### config.mk
export PLATFORM = sky130hd
export DESIGN_NAME = send_completion_retire_tracker
export DESIGN_NICKNAME = d
export VERILOG_FILES = /design/src/scrt_pkg.sv /design/src/send_completion_retire_tracker.sv /design/src/scrt_mem.sv /design/src/scrt_walker.sv
export VERILOG_INCLUDE_DIRS = /design/src /design/src/src
export SDC_FILE = /design/constraint.sdc
export NUM_CORES = 2
export LEC_CHECK = 0
export BUFFER_PORTS_ARGS = -buffer_cell sky130_fd_sc_hd__buf_2
export CAP_MARGIN = 20
export CELL_PAD_IN_SITES_DETAIL_PLACEMENT = 1
export CELL_PAD_IN_SITES_GLOBAL_PLACEMENT = 2
export CORE_ASPECT_RATIO = 0.9
export CORE_MARGIN = 4
export CORE_UTILIZATION = 46
export CTS_CLUSTER_DIAMETER = 80
export DETAILED_ROUTE_END_ITERATION = 7
export PLACE_DENSITY = 0.9
export SLEW_MARGIN = 20
export SYNTH_ARGS = -nofsm -noshare
export SYNTH_HDL_FRONTEND = slang
export SYNTH_SLANG_ARGS = --single-unit
### constraint.sdc
create_clock -name clock -period 7.5 [get_ports clock]
set_input_delay 1.5 -clock clock [delete_from_list [all_inputs] [get_ports clock]]
set_output_delay 1.5 -clock clock [all_outputs]
set_load 0.01 [all_outputs]
### src/send_completion_retire_tracker_macros.svh
// assertion helpers used by the tracker top module
`ifndef SEND_COMPLETION_RETIRE_TRACKER_MACROS_SVH
`define SEND_COMPLETION_RETIRE_TRACKER_MACROS_SVH

// same-cycle implication, checked outside reset
`define SCRT_ASSERT_NOW(label, ante, cons) \
   label: assert property (@(posedge clock) disable iff (reset) (ante) |-> (cons)) \
      else $error("tracker check failed");

// next-cycle implication, checked outside reset
`define SCRT_ASSERT_NEXT(label, ante, cons) \
   label: assert property (@(posedge clock) disable iff (reset) (ante) |=> (cons)) \
      else $error("tracker check failed");

`endif

### src/scrt_pkg.sv
package scrt_pkg;

   localparam int DEPTH_DEFAULT = 32;
   localparam int ID_W   = 64;
   localparam int SEQ_W  = 32;
   localparam int CONN_W = 16;

   localparam logic ACTION_SEND     = 1'b0;
   localparam logic ACTION_COMPLETE = 1'b1;

   typedef enum logic [1:0] {
      KIND_ACCEPT  = 2'd0,
      KIND_FULL    = 2'd1,
      KIND_RETIRED = 2'd2,
      KIND_NONE    = 2'd3
   } kind_type;

   typedef struct packed {
      logic              valid;
      kind_type          kind;
      logic [ID_W-1:0]   work_id;
      logic [SEQ_W-1:0]  seq;
      logic              last;
   } result_type;

endpackage

### src/send_completion_retire_tracker.sv
// send: busy stays low, the accept or full result is strobed in the cycle after the start
// completion on an empty queue: one marker result in the cycle after, busy stays low
// completion retiring n >= 1 entries: busy while the walk runs, one result per cycle,
// since the queue walk reads one memory entry per cycle; retiring none gives a marker result
// results are strobed for one cycle and cannot be held off by the receiver
// synchronous reset empties the queue and clears both sequence marks and conn_id
`include "send_completion_retire_tracker_macros.svh"

module send_completion_retire_tracker #(
   parameter int DEPTH = scrt_pkg::DEPTH_DEFAULT
) (
   input  logic                          clock,
   input  logic                          reset,
   // request transaction
   input  logic                          start,
   output logic                          busy,
   input  logic                          req_action,
   input  logic [scrt_pkg::ID_W-1:0]     req_work_id,
   input  logic [scrt_pkg::SEQ_W-1:0]    req_seq_num,
   // response transaction
   output logic                          rsp_strobe,
   output logic [1:0]                    rsp_kind,
   output logic [scrt_pkg::ID_W-1:0]     rsp_work_id_res,
   output logic [scrt_pkg::CONN_W-1:0]   rsp_conn_out,
   output logic [scrt_pkg::SEQ_W-1:0]    rsp_retired_seq,
   output logic                          rsp_last,
   // configuration write transaction
   input  logic                          csr_valid,
   output logic                          csr_ready,
   input  logic [scrt_pkg::CONN_W-1:0]   csr_data
);

   localparam int AW = (DEPTH > 1) ? $clog2(DEPTH) : 1;

   logic                         accept;
   logic                         wr_en;
   logic [AW-1:0]                wr_addr;
   logic                         rd_en;
   logic [AW-1:0]                rd_addr;
   logic [scrt_pkg::ID_W-1:0]    rd_id;
   logic [scrt_pkg::SEQ_W-1:0]   rd_seq;
   scrt_pkg::result_type         result;

   logic [scrt_pkg::CONN_W-1:0]  conn_ff, conn_in;
   logic                         strobe_ff;
   logic [1:0]                   kind_ff;
   logic [scrt_pkg::ID_W-1:0]    work_id_ff;
   logic [scrt_pkg::SEQ_W-1:0]   seq_ff;
   logic [scrt_pkg::CONN_W-1:0]  conn_out_ff;
   logic                         last_ff;

   // a new request transaction is taken only when the walker is idle
   assign accept = start && !busy;

   // queue storage: work id and sequence number per entry
   scrt_mem #(
      .DEPTH (DEPTH)
   ) u_mem (
      .clock   (clock),
      .wr_en   (wr_en),
      .wr_addr (wr_addr),
      .wr_id   (req_work_id),
      .wr_seq  (req_seq_num),
      .rd_en   (rd_en),
      .rd_addr (rd_addr),
      .rd_id   (rd_id),
      .rd_seq  (rd_seq)
   );

   // pointers, sequence marks and the retire walk
   scrt_walker #(
      .DEPTH (DEPTH)
   ) u_walker (
      .clock   (clock),
      .reset   (reset),
      .accept  (accept),
      .action  (req_action),
      .seq_num (req_seq_num),
      .wr_en   (wr_en),
      .wr_addr (wr_addr),
      .rd_en   (rd_en),
      .rd_addr (rd_addr),
      .rd_id   (rd_id),
      .rd_seq  (rd_seq),
      .result  (result),
      .busy    (busy)
   );

   // connection id register, always writable
   assign csr_ready = 1'b1;

   always_comb begin
      conn_in = conn_ff;
      if (csr_valid && csr_ready) begin
         conn_in = csr_data;
      end
   end

   always_ff @(posedge clock) begin
      if (reset) begin
         conn_ff   <= '0;
         strobe_ff <= 1'b0;
      end else begin
         conn_ff   <= conn_in;
         strobe_ff <= result.valid;
      end
   end

   // response register, conn id stamped as the result leaves
   always_ff @(posedge clock) begin
      kind_ff     <= 2'(result.kind);
      work_id_ff  <= result.work_id;
      seq_ff      <= result.seq;
      conn_out_ff <= conn_ff;
      last_ff     <= result.last;
   end

   assign rsp_strobe      = strobe_ff;
   assign rsp_kind        = kind_ff;
   assign rsp_work_id_res = work_id_ff;
   assign rsp_conn_out    = conn_out_ff;
   assign rsp_retired_seq = seq_ff;
   assign rsp_last        = last_ff;

   // a retire burst never leaves a gap before its final result
   `SCRT_ASSERT_NEXT(a_burst_no_gap, rsp_strobe && !rsp_last, rsp_strobe)
   // only retired results may be followed by more results of the same item
   `SCRT_ASSERT_NOW(a_single_is_last,
      rsp_strobe && (rsp_kind != 2'(scrt_pkg::KIND_RETIRED)), rsp_last)
   // every accepted item either answers at once or starts the walk
   `SCRT_ASSERT_NEXT(a_accept_progress, start && !busy, rsp_strobe || busy)

endmodule

### src/scrt_mem.sv
module scrt_mem #(
   parameter int DEPTH = scrt_pkg::DEPTH_DEFAULT,
   localparam int AW = (DEPTH > 1) ? $clog2(DEPTH) : 1
) (
   input  logic                        clock,
   input  logic                        wr_en,
   input  logic [AW-1:0]               wr_addr,
   input  logic [scrt_pkg::ID_W-1:0]   wr_id,
   input  logic [scrt_pkg::SEQ_W-1:0]  wr_seq,
   input  logic                        rd_en,
   input  logic [AW-1:0]               rd_addr,
   output logic [scrt_pkg::ID_W-1:0]   rd_id,
   output logic [scrt_pkg::SEQ_W-1:0]  rd_seq
);

   // one entry holds work id and sequence number side by side
   logic [scrt_pkg::ID_W+scrt_pkg::SEQ_W-1:0] mem [DEPTH];
   logic [scrt_pkg::ID_W+scrt_pkg::SEQ_W-1:0] rd_data_ff;

   always_ff @(posedge clock) begin
      if (wr_en) begin
         mem[wr_addr] <= {wr_id, wr_seq};
      end
   end

   always_ff @(posedge clock) begin
      if (rd_en) begin
         rd_data_ff <= mem[rd_addr];
      end
   end

   assign rd_id  = rd_data_ff[scrt_pkg::ID_W+scrt_pkg::SEQ_W-1:scrt_pkg::SEQ_W];
   assign rd_seq = rd_data_ff[scrt_pkg::SEQ_W-1:0];

endmodule

### src/scrt_walker.sv
module scrt_walker #(
   parameter int DEPTH = scrt_pkg::DEPTH_DEFAULT,
   localparam int AW = (DEPTH > 1) ? $clog2(DEPTH) : 1
) (
   input  logic                        clock,
   input  logic                        reset,
   input  logic                        accept,
   input  logic                        action,
   input  logic [scrt_pkg::SEQ_W-1:0]  seq_num,
   output logic                        wr_en,
   output logic [AW-1:0]               wr_addr,
   output logic                        rd_en,
   output logic [AW-1:0]               rd_addr,
   input  logic [scrt_pkg::ID_W-1:0]   rd_id,
   input  logic [scrt_pkg::SEQ_W-1:0]  rd_seq,
   output scrt_pkg::result_type        result,
   output logic                        busy
);

   localparam int CW = $clog2(DEPTH + 1);

   typedef enum logic [2:0] {
      ST_IDLE  = 3'b001,
      ST_WALK  = 3'b010,
      ST_DRAIN = 3'b100
   } state_type;

   state_type                  state_ff, state_in;
   logic [AW-1:0]              head_ff, head_in;
   logic [AW-1:0]              tail_ff, tail_in;
   logic [CW-1:0]              count_ff, count_in;
   logic [scrt_pkg::SEQ_W-1:0] last_ret_ff, last_ret_in;
   logic [scrt_pkg::SEQ_W-1:0] completed_ff, completed_in;
   logic [scrt_pkg::ID_W-1:0]  held_id_ff, held_id_in;
   logic [scrt_pkg::SEQ_W-1:0] held_seq_ff, held_seq_in;
   logic                       held_vld_ff, held_vld_in;
   logic                       in_window;

   function automatic logic [AW-1:0] next_slot(input logic [AW-1:0] p);
      logic [AW-1:0] n;
      n = p + AW'(1);
      if (p == AW'(DEPTH - 1)) begin
         n = '0;
      end
      return n;
   endfunction

   // circular window (last retired, completed]
   always_comb begin
      in_window = 1'b0;
      if (last_ret_ff < completed_ff) begin
         in_window = (rd_seq > last_ret_ff) && (rd_seq <= completed_ff);
      end else if (last_ret_ff > completed_ff) begin
         in_window = (rd_seq <= completed_ff) || (rd_seq > last_ret_ff);
      end
   end

   always_comb begin
      state_in     = state_ff;
      head_in      = head_ff;
      tail_in      = tail_ff;
      count_in     = count_ff;
      last_ret_in  = last_ret_ff;
      completed_in = completed_ff;
      held_id_in   = held_id_ff;
      held_seq_in  = held_seq_ff;
      held_vld_in  = held_vld_ff;
      wr_en        = 1'b0;
      wr_addr      = tail_ff;
      rd_en        = 1'b0;
      rd_addr      = head_ff;
      result       = '0;
      unique case (state_ff)
         ST_IDLE: begin
            if (accept) begin
               if (action == scrt_pkg::ACTION_SEND) begin
                  result.valid = 1'b1;
                  result.last  = 1'b1;
                  if (count_ff == CW'(DEPTH)) begin
                     result.kind = scrt_pkg::KIND_FULL;
                  end else begin
                     result.kind = scrt_pkg::KIND_ACCEPT;
                     wr_en       = 1'b1;
                     tail_in     = next_slot(tail_ff);
                     count_in    = count_ff + CW'(1);
                  end
               end else if (count_ff == '0) begin
                  result.valid = 1'b1;
                  result.kind  = scrt_pkg::KIND_NONE;
                  result.last  = 1'b1;
               end else begin
                  completed_in = seq_num;
                  rd_en        = 1'b1;
                  held_vld_in  = 1'b0;
                  state_in     = ST_WALK;
               end
            end
         end
         ST_WALK: begin
            if (in_window) begin
               // the previous retire is known not to be the final one
               if (held_vld_ff) begin
                  result.valid   = 1'b1;
                  result.kind    = scrt_pkg::KIND_RETIRED;
                  result.work_id = held_id_ff;
                  result.seq     = held_seq_ff;
               end
               held_id_in  = rd_id;
               held_seq_in = rd_seq;
               held_vld_in = 1'b1;
               last_ret_in = rd_seq;
               head_in     = next_slot(head_ff);
               count_in    = count_ff - CW'(1);
               if (count_ff == CW'(1)) begin
                  state_in = ST_DRAIN;
               end else begin
                  rd_en    = 1'b1;
                  rd_addr  = next_slot(head_ff);
               end
            end else begin
               result.valid = 1'b1;
               result.last  = 1'b1;
               if (held_vld_ff) begin
                  result.kind    = scrt_pkg::KIND_RETIRED;
                  result.work_id = held_id_ff;
                  result.seq     = held_seq_ff;
               end else begin
                  result.kind = scrt_pkg::KIND_NONE;
               end
               state_in = ST_IDLE;
            end
         end
         ST_DRAIN: begin
            result.valid   = 1'b1;
            result.kind    = scrt_pkg::KIND_RETIRED;
            result.work_id = held_id_ff;
            result.seq     = held_seq_ff;
            result.last    = 1'b1;
            state_in       = ST_IDLE;
         end
         default: begin
            state_in = ST_IDLE;
         end
      endcase
   end

   always_ff @(posedge clock) begin
      if (reset) begin
         state_ff     <= ST_IDLE;
         head_ff      <= '0;
         tail_ff      <= '0;
         count_ff     <= '0;
         last_ret_ff  <= '0;
         completed_ff <= '0;
         held_vld_ff  <= 1'b0;
      end else begin
         state_ff     <= state_in;
         head_ff      <= head_in;
         tail_ff      <= tail_in;
         count_ff     <= count_in;
         last_ret_ff  <= last_ret_in;
         completed_ff <= completed_in;
         held_vld_ff  <= held_vld_in;
      end
   end

   always_ff @(posedge clock) begin
      held_id_ff  <= held_id_in;
      held_seq_ff <= held_seq_in;
   end

   assign busy = (state_ff != ST_IDLE);

endmodule

Yosys cells after proc, flatten, opt, wreduce, memory -nomap -nowiden
Memories as Yosys holds them, arrays and structs flattened. A register that Yosys moved wholly into a read port is not among the register bits.
Cells that the tools add are included.
{"block": "totals", "mem_count": 1, "elab_cells": 105, "output_inout_bits": 118, "mem_bits_rw": 3072, "reg_bits": 312}
{"block": "op_classes", "eq_ne": 15, "n_addsub": 4, "order_cmp": 4, "n_reduce_logical": 12, "n_mux": 50, "n_bitwise": 3}
{"name": "u_mem.mem", "words": 32, "word_bits": 96, "read_ports": 1, "rd_ports_with_merged_regs": 1, "write_ports": 1, "line": "scrt_mem.sv:17", "source": "logic [scrt_pkg::ID_W+scrt_pkg::SEQ_W-1:0] mem [DEPTH];"}
{"op": "99-bit two-way mux", "n": 2}
{"op": "96-bit case mux with 2 select lines", "n": 1}
{"op": "96-bit two-way mux", "n": 1}
{"op": "32-bit > comparator", "n": 2}
{"op": "32-bit less-or-equal comparator", "n": 1}
{"op": "32-bit less-than comparator", "n": 1}
{"op": "5-bit two-way mux", "n": 5}
{"op": "3-bit two-way mux", "n": 8}
{"op": "6-bit two-way mux", "n": 4}
{"op": "1-bit two-way mux", "n": 23}
{"op": "6-bit case mux with 2 select lines", "n": 1}
{"op": "4-bit AND reduction", "n": 3}
{"op": "5-bit by 1-bit adder with 5-bit output (second input constant)", "n": 2}
{"op": "5-bit == test (second input constant)", "n": 2}
{"op": "2-bit inequality test (second input constant)", "n": 5}
{"op": "5-bit AND reduction", "n": 2}
{"op": "3-bit case mux with 3 select lines", "n": 1}
{"op": "6-bit by 1-bit adder with 6-bit output (second input constant)", "n": 1}
{"op": "6-bit by 1-bit == test with 1-bit output (second input constant)", "n": 1}
{"op": "6-bit == test (second input constant)", "n": 1}
{"op": "6-bit zero test", "n": 1}
{"op": "3-bit case mux with 2 select lines", "n": 1}
{"op": "6-bit by 1-bit subtractor with 6-bit output (second input constant)", "n": 1}
{"op": "1-bit case mux with 2 select lines", "n": 2}
{"op": "other kinds (13)", "n": 16}

Logic depth before layout (Yosys ltp)
{"block": "logic_depth", "word_depth": 7, "depth_mapped": 20}

Cells and area by module
From an unflattened synthesis, not the netlist that was laid out.
{"block": "hier_totals", "hier_cells": 6679, "hier_area_um2": 131713.8}
{"module": "scrt_mem", "area_per_inst_um2": 119453.3, "cells_each": 5604, "seq_area_each_um2": 95131.2, "n_inst": 1}
{"module": "scrt_walker", "area_per_inst_um2": 9332.7, "cells_each": 903, "seq_area_each_um2": 4564.4, "n_inst": 1}
{"module": "send_completion_retire_tracker", "area_per_inst_um2": 2927.8, "cells_each": 172, "seq_area_each_um2": 2642.5, "n_inst": 1}

Least setup slack after synthesis
No wires, ideal clock.
{"block": "synth_timing", "path_type": "input-to-reg", "start": "input start", "end": "memory u_mem.mem[28][0] (netlist name), enable pin", "path_buffers": 2, "setup_ns": 0.552, "t_arrival_ns": 6.379, "path_slack_ns": 0.569, "cell_stages": 6, "cell_sequence": "and3_1 -> clkbuf_1 -> and2_1 -> clkbuf_1 -> nand2_1 -> nor2_1"}
{"block": "synth_via", "elab_chain_len": 5}
{"item": "start: declaration", "line": "send_completion_retire_tracker.sv:15", "source": "input logic start,"}
{"item": "1-bit logical AND", "line": "send_completion_retire_tracker.sv:53", "source": "assign accept = start && !busy;"}
{"item": "1-bit two-way mux", "line": "scrt_walker.sv:75", "source": "if (accept) begin"}
{"item": "1-bit two-way mux", "line": "scrt_walker.sv:73", "source": "unique case (state_ff)"}
{"item": "1-bit two-way mux", "line": "scrt_mem.sv:21", "source": "if (wr_en) begin"}
{"item": "1-bit two-way mux (implied by the code)", "line": "scrt_mem.sv:22", "source": "mem[wr_addr] <= {wr_id, wr_seq};"}
{"item": "end: declaration", "line": "scrt_mem.sv:17"}
No other way between the ends.

Final worst setup path
{"block": "layout_timing", "start": "register u_mem.rd_data_ff[28] (netlist name), read port of u_mem.mem", "end": "register u_mem.rd_data_ff[10] (netlist name), read port of u_mem.mem (data pin)"}
{"block": "layout_via", "elab_chain_len": 6}
{"item": "start: declaration", "line": "scrt_mem.sv:18", "source": "logic [scrt_pkg::ID_W+scrt_pkg::SEQ_W-1:0] rd_data_ff;"}
{"item": "32-bit less-or-equal comparator or 32-bit > comparator (tied branches)", "line": "scrt_walker.sv:52, scrt_walker.sv:54"}
{"item": "1-bit logical OR", "line": "scrt_walker.sv:54", "source": "in_window = (rd_seq <= completed_ff) || (rd_seq > last_ret_ff);"}
{"item": "1-bit two-way mux", "line": "scrt_walker.sv:53", "source": "end else if (last_ret_ff > completed_ff) begin"}
{"item": "1-bit two-way mux (*)", "line": "scrt_walker.sv:51", "source": "if (last_ret_ff < completed_ff) begin"}
{"item": "1-bit two-way mux or 5-bit two-way mux (tied branches)", "line": "scrt_walker.sv:100", "source": "if (in_window) begin"}
{"item": "1-bit case mux with 2 select lines or 5-bit two-way mux (tied branches)", "line": "scrt_walker.sv:73"}
Mark *: on every way between the ends. The rest lies on a longest branch, timed or not.
A chain may end at the register's enable or synchronous reset.

==> flow_summary_export.csv <==
group,metric,value,unit
yosys,synth_compound_area_share,8.98,%
clock_tree,ctsResizeCount,0,
job,timing.max_cap.violations,0,
global_route,grt_first_pass_wirelength,662000,microns
yosys,synthFlopType,"edfxtp_1",
worst_setup_path,path_cells,"ha_1 > nand4_1 > nor3_1 > inv_1 > nor4_1 > a221o_1 > a22o_1 > buf_4 > a21oi_1 > a21oi_4 > buf_4 > a211oi_1 > a311oi_1 > o21ai_0 > a32oi_1",
power,intPower,31.2,mW
global_route,grt_pass1_vias,92900,
power,p_clk_share,43.9,%
yosys,synth_mux_area_share,4.36,%
global_route,use_met2,47.3,%
power,p_sw_share,20.5,%
place,dp_cells,12700,
clock_tree,cts_hold_buf,0,
worst_setup_path,path_buf_inv,3,
place,placed_area,142000,sq um
hold_path,min_path_type,"flip-flop to flip-flop",
worst_setup_path,worstPathRequired,8.02,ns
timing,tns,0,ns
clock_tree,clkTransAtPathRegs,0.06,ns
global_route,grt_max_degree,165,
clock_tree,postCtsSetupBuffers,0,
timing,hold_viol,0,
yosys,synth_cells,9000,
worst_setup_path,crit_start,"u_mem.rd_data_ff[28]$_DFFE_PP_",
floorplanning,dieWidth,581,microns
yosys,syn_area_per_cell,15.1,sq um
route,first_pass_iters,6,
floorplanning,io-pin-count,235,
clock_tree,worstSkewPairLatency,0.92,ns
worst_setup_path,cpMaxStageDelayCell,"a32oi_1",
yosys,synth.area.top_cells,"edfxtp_1 72%, nand2_1 3.5%, dfxtp_1 3.2%",
outcome,status,"completed",
yosys,synth_top_family_by_area,"compound AO/OA/AOI/OAI gates",
floorplanning,num_rows,189,
yosys,ys_types,79,
timing,fin_crit,6.74,ns
clock_tree,cts_sinks,3480,
timing,whs,0.343,ns
power,combPwrFrac,1.7,%
timing,grt_setup_unrepaired,"false",
yosys,synth.top_cell.area_share,72.1,%
worst_setup_path,cp_slowest_stage_delay,0.84,ns
route,avgRoutedWirePerCell,34.5,microns
worst_setup_path,start_kind,"flip-flop",
hold_path,min-delay-start,"conn_ff[5]$_SDFFE_PP0P_",
place,port_buffers,233,
worst_setup_path,critPathMaxFanout,41,
route,num_vias,89200,
clock_tree,cts_tree,"built",
clock_tree,cts_root_buf,"clkbuf_16",
worst_setup_path,crit_top_cell,"buf_4",
yosys,ys_top_cells_by_count,"3264 x edfxtp_1, 1284 x nand2_1, 553 x nand3_1",
global_route,grtUsageMet3,7.34,%
global_route,met1_usage,38.9,%
timing,slew_headroom,16.1,%
route,drc,0,
route,antenna_left,0,
timing,fin_crit_sh,89.9,%
timing,setup_viol,0,
global_route,grt_usage,29.7,%
power,seqPwrFrac,54.4,%
place,globalplace.congestion,0.846,
cells_and_area,drive_above_1_share,13.2,%
cells_and_area,area_delta_synth_final,13.0,%
power,powerDensity,255,nW/um^2
yosys,yosysMostFrequentCell,"edfxtp_1",
clock_tree,numCtsBuffers,355,
timing,slew_violations,0,
yosys,yosysTopAreaCell,"edfxtp_1",
yosys,syn_nets,9223,
timing,setup_ws,0.757,ns
worst_setup_path,arrival,7.27,ns
floorplanning,start_util,46.2,%
floorplanning,die_y,524,microns
timing,skew,0.0680,ns
global_route,gr-total-overflow,0,
power,irDropWorstVdd,247,uV
place,hpwl,236000,microns
power,p_total,39.2,mW
power,switchingPower,8.06,mW
yosys,async_flop_share,0,%
worst_setup_path,r2r_start,"u_mem.rd_data_ff[28]$_DFFE_PP_",
floorplanning,dieArea,304000,sq um
worst_setup_path,path_class,"flip-flop to flip-flop",
yosys,synth_xor_area_share,0.0322,%
cells_and_area,stdcell_count,13400,
floorplanning,coreArea,294000,sq um
global_route,busiest_layer,"met2",
place,place_ws,1.06,ns
yosys,synth_edf_count,3264,
cells_and_area,final_cell_area,154000,sq um
yosys,ys_seq_area_share,75.3,%
timing,tightestPinTransition,1.26,ns
cells_and_area,final_util,52.2,%
cells_and_area,finalNetCount,9400,
yosys,ys_warn_count,0,
power,power_leakage,50.2,nW
route,drt_iter0_drc,12600,
timing,fmax,148,MHz
global_route,antenna_found_initial,48,
worst_setup_path,critPathCaptureType,"flip-flop",
route,vias_per_cell,6.66,
clock_tree,clk_path_buf_depth,4,
yosys,netlist_area,136000,sq um
yosys,ys_seq_elements,3480,
worst_setup_path,cp_top_family,"compound AO/OA/AOI/OAI gates",
yosys,synth_fa_ha_area_share,0.976,%
yosys,synthSimpleGateAreaFrac,8.19,%
route,wl,462000,microns
clock_tree,htreeDepth,5,
## logic make-up after synthesis
group / Yosys count
mux: 360
fa+ha+maj: 106
simple gates: 2493
compound gates: 1848
flops: 3480
other cells: 1
xor+xnor: 5
buf+inv: 707
## worst paths after layout
check	end	slack (ns)	cells past startpoint
min	rsp_conn_out[5]$_DFF_P_	0.34	0
min reg2reg	rsp_conn_out[5]$_DFF_P_	0.34	0
max reg2reg	u_mem.rd_data_ff[10]$_DFFE_PP_	0.76	15
max	u_mem.rd_data_ff[10]$_DFFE_PP_	0.76	15
## flip-flops by register name, summed over array words and instances, names as in the netlist, 16 cells and up
name                   count
u_walker.completed_ff     32
u_mem.mem               3072
u_walker.last_ret_ff      32
conn_ff                   16
u_walker.held_seq_ff      32
rsp_retired_seq           32
u_walker.held_id_ff       64
u_mem.rd_data_ff          96
rsp_work_id_res           64
rsp_conn_out              16
## power groups by stage
stage / clock network [mW] / logic (mW) / registers (mW)
final: 17.2 / 0.665 / 21.4
after CTS: 17.4 / 0.654 / 21.3
after floorplan: 0 / 0.217 / 21.7
after global placement: 0 / 0.599 / 21.8
after detailed placement: 0 / 0.649 / 21.8
after global routing: 18.2 / 0.715 / 21.3
## per-layer routing
layer / up-vias / wire [microns] / share of wire, %
li1: 35400 / - / -
met1: 45800 / 167000 / 36
met2: 6520 / 215000 / 47
met3: 1477 / 56600 / 12
met4: 26 / 22600 / 4.9
met5: - / 159 / 0.034
## layout by cell type, fill, tap and decap left out, types with 11 or more instances in the layout
cell type and n:
clkbuf_16 361, and2_1 97, o211a_1 49, mux2_1 37
ha_1 106, a22oi_1 55, nand2_1 1283, clkbuf_8 22
inv_1 73, nand4_1 35, clkinv_1 64, o211ai_1 18
bufinv_16 20, a2111oi_0 55, diode_2 21, o21ai_0 308
a221oi_1 21, o311ai_1 11, buf_2 232, mux2i_1 96
and3_1 242, nor2_1 200, a21oi_1 475, a311oi_1 96
o221ai_1 49, nand3_1 549, a32oi_1 75, mux2_2 43
clkinv_2 64, mux4_2 175, a31oi_1 289, dfxtp_1 216
buf_4 139, a211oi_1 264, clkbuf_1 80, buf_12 81
nor2_4 35, edfxtp_1 3264
## cell type report
| class | instances | area, sq um |
|---|---|---|
| Fill cell | 27900 | 141000 |
| Sequential cell | 3480 | 102000 |
| Tap cell | 3915 | 4900 |
| Clock inverter | 173 | 1440 |
| Multi-Input combinational cell | 4813 | 31100 |
| Inverter | 75 | 287 |
| Antenna cell | 21 | 52.6 |
| Timing Repair Buffer | 452 | 3830 |
| Clock buffer | 463 | 9640 |
Power figures use the tool's default switching activity.
